<file path="config.mk">
export PLATFORM = sky130hd
export DESIGN_NAME = espl_mul
export DESIGN_NICKNAME = d
export VERILOG_FILES = /design/src/espl_pkg.sv /design/src/espl_mul.sv
export SDC_FILE = /design/constraint.sdc
export NUM_CORES = 2
export LEC_CHECK = 0
export CAP_MARGIN = 30
export CORE_MARGIN = 3
export CORE_UTILIZATION = 43
export DETAILED_ROUTE_END_ITERATION = 8
export DONT_BUFFER_PORTS = 1
export GPL_TIMING_DRIVEN = 1
export PLACE_DENSITY = 0.57
export SYNTH_ARGS = -nofsm -noshare
export SYNTH_HDL_FRONTEND = slang
export SYNTH_SLANG_ARGS = --single-unit
</file>
<file path="constraint.sdc">
create_clock -name clk -period 15.04 [get_ports clk]
set_clock_uncertainty 0.2 [all_clocks]
set_input_delay 2.256 -clock clk [delete_from_list [all_inputs] [get_ports clk]]
set_output_delay 2.256 -clock clk [all_outputs]
set_load 0.02 [all_outputs]
</file>
<file path="src/espl_pkg.sv">
// ----------------------------------------------------------------------------
// espl_pkg
// Shared types and constants of the encoder speed PID loop.
// ----------------------------------------------------------------------------
package espl_pkg;

	localparam int DIV_W   = 72;
	localparam int DVSR_W  = 24;
	localparam int DIV_CNT = DIV_W / 2;
	localparam int CNT_W   = $clog2(DIV_CNT + 1);

	localparam int MUL_A_W = 25;
	localparam int MUL_B_W = 28;
	localparam int MUL_P_W = MUL_A_W + MUL_B_W;

	localparam logic [23:0] SPEED_SCALE = 24'd15360000;
	localparam logic [23:0] ITERM_DIV   = 24'd1000;
	localparam logic [23:0] DUTY_FULL   = 24'd25600;

	localparam logic signed [63:0] INTEG_MAX = 64'sh0000_7FFF_FFFF_FFFF;
	localparam logic signed [63:0] INTEG_MIN = -64'sh0000_8000_0000_0000;
	localparam logic signed [63:0] DUTY_MAX  = 64'sd25600;
	localparam logic signed [63:0] DUTY_MIN  = -64'sd25600;

	localparam logic [2:0] KIND_TICK    = 3'd0;
	localparam logic [2:0] KIND_ESTOP   = 3'd1;
	localparam logic [2:0] KIND_ENABLE  = 3'd2;
	localparam logic [2:0] KIND_DISABLE = 3'd3;
	localparam logic [2:0] KIND_SETSPD  = 3'd4;

	localparam logic [2:0] REG_KP  = 3'd0;
	localparam logic [2:0] REG_KI  = 3'd1;
	localparam logic [2:0] REG_KD  = 3'd2;
	localparam logic [2:0] REG_DUP = 3'd3;
	localparam logic [2:0] REG_DLO = 3'd4;
	localparam logic [2:0] REG_TP  = 3'd5;

	typedef struct packed {
		logic              start;
		logic [DIV_W-1:0]  dividend;
		logic [DVSR_W-1:0] divisor;
	} div_req_t;

	typedef struct packed {
		logic             busy;
		logic             done;
		logic [DIV_W-1:0] quotient;
	} div_rsp_t;

endpackage

</file>
<file path="src/espl_mul.sv">
// ----------------------------------------------------------------------------
// espl_mul
// Shared signed multiplier with a registered product.
// ----------------------------------------------------------------------------
module espl_mul
	import espl_pkg::*;
(
	input  logic                      clk,
	input  logic signed [MUL_A_W-1:0] a,
	input  logic signed [MUL_B_W-1:0] b,
	output logic signed [MUL_P_W-1:0] prod_q
);

	always_ff @(posedge clk) begin
		prod_q <= MUL_P_W'(a) * MUL_P_W'(b);
	end

endmodule

</file>
==> results.md <==
* FFs w/ async S/R, synth at 0%
* Unique masters post-synth at 60
* Slew margin rel. at 42.03%
* Worst path cell trace: inv_1 -> nor2_1 -> fa_1 -> fa_1 -> fa_1 -> fa_1 -> fa_1 -> fa_1 -> inv_1 -> fa_1 -> inv_1 -> ha_1 -> and3_1 -> nand4_1 -> inv_1 -> a22o_2 -> nor3_2 -> a31oi_1 -> o2111ai_1 -> a21oi_1 -> xor2_1
* Area Growth Syn to Fin at 2.367%
* Top_reg_cell synth: dfxtp_1
* Max Clk Rate at 106.2 MHz
* Core Area at 60470 um2
* Layout cells sized above 1 at 1.089%
* Total track usage at 23.78%
* Top Registers: prod_q (53)
* RSZ-0062 raised after global routing: false
* Number of enable flip-flop cells after synthesis at 0
* First-pass GRT wire length at 116.0 mm
* Commonest non-fill, non-tap cells in the layout: fa_1 (727), inv_1 (702), and2_1 (354)
* Drt pass-1 iters at 5
* CP Capture Type: flop
* IO Pins at 107
* Commonest non-fill, non-tap cell in the layout: fa_1
* Final WL at 71.82 mm
* 1st-iter DRT viols at 816
* Crit path launch type: input pin
* Max-Cap Viols at 0
* Crit path max-delay family: adder cells
* Fin. Hold Viols at 0
* Post-CTS setup buffers at 0
* Antenna-violating nets left at 0
* Max reg flops at 53
* Status: finished clean
* Yosys warns at 0
* Slew of the pin with the lowest slew margin at 0.8669 ns
* Crit path required time at 15.07 ns
* Dominant cell type by area after synthesis: fa_1
* Grt ovf at 0
* Fin nets at 3591
* Die width at 253.5 um
* Hold WS at 1.858 ns
* Synth top area share at 55.27%
* Routability congestion estimate at 0.8686
* CTS tree: built
* CTS Buf Count at 5
* PostCTS Resize Cnt at 0
* CP max stage cell: fa_1
* Reg clk slew, reported paths at 0.09 ns
* Vias in the first global route at 20360
* Biggest register: prod_q
* Most used cell, CP: fa_1
* Fin crit share at 62.61%
* Via density at 5.169
* Clock sinks at 53
* Diode count at 0
* Sequential share of the synthesized area at 4.030%
* Number of synthesized register bits at 53
* DP HPWL at 56.79 mm
* Buf/Inv on CP at 4
* Chip height at 253.5 um
* Hold Path Class: input pin to flop
* Largest net degree at the start of global routing at 29
* Max Transition Viols Final at 0
* Netlist Area Pre-Place at 26330 um2
* Initial cell density of the core at 43.54%
* Mapped Cells at 2789
* Setup TNS at 0 ns
* Post-layout min period at 9.416 ns
* Cts hold-fix bufs at 0
* Area of the die at 64240 um2
* Drt drc at 0
* # port buffers at 0
* Antenna violations before repair at 1
* Worst-path maximum fanout at 21
* Vias at 17810
* Clk Tree Root Cell: clkbuf_16
* Critical path arrival at 9.44 ns
* Routed wire length per instance at 20.84 um
* Syn nets at 3717
* CTS Buffer Depth at 2
* Mapped Avg Cell Area at 9.441 um2
* Fillers at 5875
* Top cells by area, synth: fa_1 (55%), inv_1 (10%), and2_1 (8.4%)
* Crit Path Class: input pin to flop
* H-Tree Depth at 2
* FP Rows at 90
* # setup viols final at 0
* Slowest cell delay on critical path at 0.61 ns
[through the flow]
| stage | instance area, um2 | utilization [%] | setup slack (ns) | cells |
|---|---|---|---|---|
| after global placement | 26800 | 44.32 | 5.420 | 3438 |
| after global routing | 26950 | 44.57 | 5.347 | 3446 |
| final | 26950 | 44.57 | 5.624 | 3446 |
| after CTS | 26950 | 44.57 | 5.701 | 3446 |
| after detailed placement | 26800 | 44.32 | 5.358 | 3438 |
| after floorplan | 26330 | - | 6.035 | 2789 |
[routing by layer]
| metal | routed length [um] | GRT usage [%] | up-vias |
|---|---|---|---|
| met5 | 0 | 0 | - |
| met4 | 2164 | 6.756 | 0 |
| met3 | 3766 | 3.961 | 120 |
| met2 | 36690 | 42.09 | 415 |
| met1 | 29200 | 30.12 | 9551 |
| li1 | - | - | 7728 |
[cell usage after synthesis (21+ instances only)]
| master | number |
|---|---|
| and2_1 | 354 |
| a21oi_1 | 55 |
| dfxtp_1 | 53 |
| nand2_1 | 345 |
| xnor2_1 | 38 |
| o21ai_0 | 21 |
| ha_1 | 147 |
| a21o_1 | 29 |
| fa_1 | 727 |
| inv_1 | 702 |
| clkbuf_1 | 130 |
| nor2_1 | 44 |
[cell families (layout without fill, tap and decap cells)]
kind of cell | after synthesis | after routing | share of synthesized area, %
compound gates | 166 | 166 | 4.343
xor+xnor | 58 | 58 | 1.929
fa+ha+maj | 874 | 874 | 62.26
buf+inv | 835 | 710 | 11.93
flops | 53 | 53 | 4.030
simple gates | 803 | 803 | 15.51
[final timing paths]
path | start | to | slack [ns] | cells after the start
min | b[0] | prod_q[0]$_DFF_P_ | 1.86 | 1
max | a[24] | prod_q[51]$_DFF_P_ | 5.62 | 21
[area by class of cell]
type | instances | area, um2 | area share (%)
flip-flops and latches | 53 | 1061 | 3.936
well taps | 782 | 978.4 | 3.630
inverters | 702 | 2635 | 9.776
multi-input cells | 1901 | 22130 | 82.10
clock inverters | 3 | 25.02 | 0.09284
clock buffers | 5 | 125.1 | 0.4642
Power is not shown: default switching activity piles up to over one toggle a cycle in this logic, so the estimate is an artifact.
