$ cat src/espl_pkg.sv
// ----------------------------------------------------------------------------
// espl_pkg
// Shared types and constants of the encoder speed PID loop.
// ----------------------------------------------------------------------------
package espl_pkg;

	localparam int DIV_W   = 72;
	localparam int DVSR_W  = 24;
	localparam int DIV_CNT = DIV_W / 2;
	localparam int CNT_W   = $clog2(DIV_CNT + 1);

	localparam int MUL_A_W = 25;
	localparam int MUL_B_W = 28;
	localparam int MUL_P_W = MUL_A_W + MUL_B_W;

	localparam logic [23:0] SPEED_SCALE = 24'd15360000;
	localparam logic [23:0] ITERM_DIV   = 24'd1000;
	localparam logic [23:0] DUTY_FULL   = 24'd25600;

	localparam logic signed [63:0] INTEG_MAX = 64'sh0000_7FFF_FFFF_FFFF;
	localparam logic signed [63:0] INTEG_MIN = -64'sh0000_8000_0000_0000;
	localparam logic signed [63:0] DUTY_MAX  = 64'sd25600;
	localparam logic signed [63:0] DUTY_MIN  = -64'sd25600;

	localparam logic [2:0] KIND_TICK    = 3'd0;
	localparam logic [2:0] KIND_ESTOP   = 3'd1;
	localparam logic [2:0] KIND_ENABLE  = 3'd2;
	localparam logic [2:0] KIND_DISABLE = 3'd3;
	localparam logic [2:0] KIND_SETSPD  = 3'd4;

	localparam logic [2:0] REG_KP  = 3'd0;
	localparam logic [2:0] REG_KI  = 3'd1;
	localparam logic [2:0] REG_KD  = 3'd2;
	localparam logic [2:0] REG_DUP = 3'd3;
	localparam logic [2:0] REG_DLO = 3'd4;
	localparam logic [2:0] REG_TP  = 3'd5;

	typedef struct packed {
		logic              start;
		logic [DIV_W-1:0]  dividend;
		logic [DVSR_W-1:0] divisor;
	} div_req_t;

	typedef struct packed {
		logic             busy;
		logic             done;
		logic [DIV_W-1:0] quotient;
	} div_rsp_t;

endpackage

$ cat src/espl_div.sv
// ----------------------------------------------------------------------------
// espl_div
// Iterative unsigned restoring divider, two quotient bits per cycle.
// ----------------------------------------------------------------------------
module espl_div
	import espl_pkg::*;
(
	input  logic     clk,
	input  logic     arst_n,
	input  div_req_t req,
	output div_rsp_t rsp
);

	logic              busy_q;
	logic              done_q;
	logic [CNT_W-1:0]  cnt_q;
	logic [DVSR_W-1:0] rem_q;
	logic [DIV_W-1:0]  quo_q;
	logic [DVSR_W-1:0] dvsr_q;
	logic [DVSR_W-1:0] rem_n;
	logic [DIV_W-1:0]  quo_n;

	always_comb begin
		logic [DVSR_W:0] t;
		rem_n = rem_q;
		quo_n = quo_q;
		for (int k = 0; k < 2; k++) begin
			t     = {rem_n, quo_n[DIV_W-1]};
			quo_n = {quo_n[DIV_W-2:0], 1'b0};
			if (t >= {1'b0, dvsr_q}) begin
				rem_n    = DVSR_W'(t - {1'b0, dvsr_q});
				quo_n[0] = 1'b1;
			end else begin
				rem_n = t[DVSR_W-1:0];
			end
		end
	end

	always_ff @(posedge clk or negedge arst_n) begin
		if (!arst_n) begin
			busy_q <= 1'b0;
			done_q <= 1'b0;
			cnt_q  <= '0;
		end else begin
			done_q <= 1'b0;
			if (req.start && !busy_q) begin
				busy_q <= 1'b1;
				cnt_q  <= CNT_W'(DIV_CNT);
			end else if (busy_q) begin
				cnt_q <= cnt_q - 1'b1;
				if (cnt_q == CNT_W'(1)) begin
					busy_q <= 1'b0;
					done_q <= 1'b1;
				end
			end
		end
	end

	always_ff @(posedge clk) begin
		if (req.start && !busy_q) begin
			rem_q  <= '0;
			quo_q  <= req.dividend;
			dvsr_q <= req.divisor;
		end else if (busy_q) begin
			rem_q <= rem_n;
			quo_q <= quo_n;
		end
	end

	assign rsp.busy     = busy_q;
	assign rsp.done     = done_q;
	assign rsp.quotient = quo_q;

endmodule

$ cat config.mk
export PLATFORM = sky130hd
export DESIGN_NAME = espl_div
export DESIGN_NICKNAME = d
export VERILOG_FILES = /design/src/espl_pkg.sv /design/src/espl_div.sv
export SDC_FILE = /design/constraint.sdc
export NUM_CORES = 1
export LEC_CHECK = 0
export BUFFER_PORTS_ARGS = -buffer_cell sky130_fd_sc_hd__buf_2
export CORE_MARGIN = 4
export CORE_UTILIZATION = 50
export CTS_CLUSTER_SIZE = 28
export DETAILED_ROUTE_END_ITERATION = 7
export HOLD_SLACK_MARGIN = 0.05
export PLACE_DENSITY = 0.78
export SETUP_SLACK_MARGIN = 0.2
export SLEW_MARGIN = 20
export SYNTH_ARGS = -nofsm -noshare
export SYNTH_HDL_FRONTEND = slang
export SYNTH_SLANG_ARGS = --single-unit
$ cat constraint.sdc
create_clock -name clk -period 5.3 [get_ports clk]
set_input_delay 0 -clock clk [delete_from_list [all_inputs] [get_ports clk]]
set_output_delay 0 -clock clk [all_outputs]
set_load 0.05 [all_outputs]
==> out/metrics.cfg <==
[outcome]
outcome = finished with violations
violations = setup timing

[timing]
setup_tns_ns = -1.18
final-setup-viol-count = 21
report.final.slew_viol_count = 0
hold_viol_final = 0
final_min_period_over_clock_period_pct = 103
hold_slack_ns = 0.284
worst_pin_slew_ns = 1.09
setup_ws_ns = -0.135
skew_ns = 0.0143
min_period_ns = 5.44
fmax_ghz = 0.184
rsz0062_at_grt = yes
slew-limit-headroom_pct = 27.2

[layout]
final.fill_count = 942
syn2layout_area_growth_pct = 45.1
n_antenna_cell = 0
nets = 1184
drive_gt1_share_pct = 40.6

[synthesis]
postSynthAreaPerCell_sq_um = 11.1
yosysTopAreaCell = edfxtp_1
synth_cell_type_count = 65
synth_edf_count = 96
synth_common_cells = edfxtp_1, mux2_2, ha_1
synth_compound_area_share_pct = 12.8
postSynthCellCount = 707
synth_top_family_by_area = multiplexers
synthXorXnorAreaFrac_pct = 4.56
ys_seq_area_share_pct = 45.2
synth_area_sq_um = 7880
synth.yosys.warnings = 0
synthAdderAreaFrac_pct = 8.45
yosysMostFrequentCell = edfxtp_1
ys_async_sr_fraction_pct = 6.25
muxShareOfSynthArea_pct = 15.8
syn_nets = 858
yosysTopAreaCellShare_pct = 36.6
ys.flop_type = edfxtp_1
synth_seq_cells = 128
synth_simple_gate_area_share_pct = 9.78
synthTopCellsByArea = edfxtp_1, mux2_2, ha_1

[clock_tree]
tritoncts = yes
h-tree-depth = 4
clk_latency_ns = 0.43
clock_path_buffers = 2
cts.sinks = 128
cts_root_buf = clkbuf_16
path_clk_slew_ns = 0.06
cts_buffers = 17

[global_route]
gr-total-overflow = 0
track_usage_pct = 29.1
grt_max_degree = 84
grt_pass1_vias = 7592
grt_first_pass_wirelength_microns = 40900
antenna_found_initial = 0

[floorplan]
core_area_sq_um = 15300
row_count = 45
die_y_microns = 134
start_util_pct = 51.4
io_pins = 173
dieArea_sq_um = 17800
die_w_microns = 134

[detailed_routing]
wl_per_cell_microns = 22.8
routed_wl_microns = 28700
vias = 7605
drtAntennaViolNets = 0
drtIter0Drc = 751
routed_via_density = 6.05
drt_pass1_iterations = 5
drc = 0

[setup_path]
startpoint_type = flip-flop
path_max_fanout = 8
endpoint = rem_q[5]
worstReg2RegEnd = rem_q[5]
r2r-start = dvsr_q[4]
worst_ep_arrival_time_ns = 5.70
r2r_slack_ns = -0.14
worst_ep_required_time_ns = 5.57
reg2reg_depth = 23
crit_start = dvsr_q[4]
critical_path_class = reg -> reg
endpoint_kind = flip-flop

[place]
place_congestion = 0.857
port_buffers = 172
dp_hpwl_microns = 15100

[worst_hold_path]
min-delay-start = req[15]
hp-class = in -> reg

[flow_run]
maxCapViolations = 0

-- flip-flops by register name, indices dropped and copies added (netlist names) --
register and cells:
quo_q 72, dvsr_q 24, rem_q 24, cnt_q 6
busy_q 1, done_q 1
-- cells in the final DEF, fill, tap and decap left out, drive strengths merged, types with 5 or more instances in the layout --
| cell type | instances |
|---|---|
| xnor2 | 28 |
| nor3 | 13 |
| o21a | 6 |
| ha | 50 |
| mux2 | 89 |
| dfrtp | 8 |
| nor2 | 39 |
| clkinv | 6 |
| nand2 | 45 |
| a211oi | 8 |
| nand3 | 17 |
| dlygate4sd3 | 99 |
| a31oi | 5 |
| o31ai | 7 |
| edfxtp | 96 |
| o21ai | 31 |
| a21oi | 33 |
| nand4 | 9 |
| dfxtp | 24 |
| clkbuf | 17 |
| mux2i | 24 |
| a211o | 8 |
| buf | 232 |
| a21o | 12 |
| nor2b | 7 |
| o22ai | 9 |
| xor2 | 13 |
| inv | 44 |
-- through the flow --
| stage | cells | setup WS (ns) | util [%] | area, sq um |
|---|---|---|---|---|
| 6_report | 1257 | -0.135 | 74.6 | 11400 |
| 4_1_cts | 1246 | 0.199 | 72.6 | 11100 |
| 3_5_place_dp | 1090 | -0.0956 | 59.7 | 9150 |
| 3_3_place_gp | 1090 | 0.0899 | 59.7 | 9150 |
| 2_1_floorplan | 707 | 0.212 | - | 7950 |
| 5_1_grt | 1257 | -0.232 | 74.6 | 11400 |
-- critical path, cell delays in order (launching register included) --
cell	delay [ns]
edfxtp_1	0.44
inv_2	0.17
ha_2	0.36
nand3_1	0.10
nand2_1	0.09
o31ai_2	0.27
nand4_1	0.21
a21oi_2	0.27
o31ai_4	0.11
buf_6	0.17
buf_16	0.13
nor2_2	0.12
a21oi_1	0.07
ha_1	0.30
a211oi_2	0.37
nor3_1	0.18
o32a_1	0.43
o221ai_2	0.21
o21ai_2	0.09
o31a_1	0.32
buf_4	0.15
a211o_4	0.34
mux2i_1	0.23
o22ai_1	0.12
-- layer usage --
layer / part of all wire [%] / track usage, % / wire length, microns
met1: 36 / 34.3 / 10400
met2: 47 / 49.1 / 13600
met3: 9.9 / 8.01 / 2840
met4: 6.6 / 14.4 / 1890
met5: 0 / 0 / 0
-- cell type report --
type,count,area [sq um],area share (%)
tap,211,264,2.31
multi-input combinational,514,4500,39.3
inverter,41,154,1.35
timing repair buffer,331,2370,20.7
clock inverter,15,160,1.40
sequential,128,3560,31.2
clock buffer,17,425,3.72
-- how the worst min path moves through the flow --
stage | endpoint | cells after the start
2_1_floorplan | busy_q | 0
3_3_place_gp | cnt_q[0] | 1
3_5_place_dp | cnt_q[0] | 1
4_1_cts | dvsr_q[9] | 2
5_1_grt | dvsr_q[15] | 2
6_report | dvsr_q[15] | 2
-- repair_timing --
| item | 4_1_cts | 5_1_grt |
|---|---|---|
| buffers inserted | 23 | 11 |
| endpoints found under the hold margin | 108 | 0 |
| gates resized for setup | 33 | 53 |
| setup endpoints to repair | 25 | 25 |
| hold buffers | 99 | 0 |
| cloned | 2 | 0 |
| pin swaps | 16 | 27 |
-- cell families (layout without fill, tap and decap cells) --
family          Yosys count  after routing
flops                   128            128
xor+xnor                 41             41
mux                     113            113
simple gates            159            159
buf+inv                  66            404
compound gates          148            149
fa+ha+maj                52             52
Power is left out: the tool's default activity adds up to more than one toggle a clock period on the data nets, which glitch-free logic cannot reach.
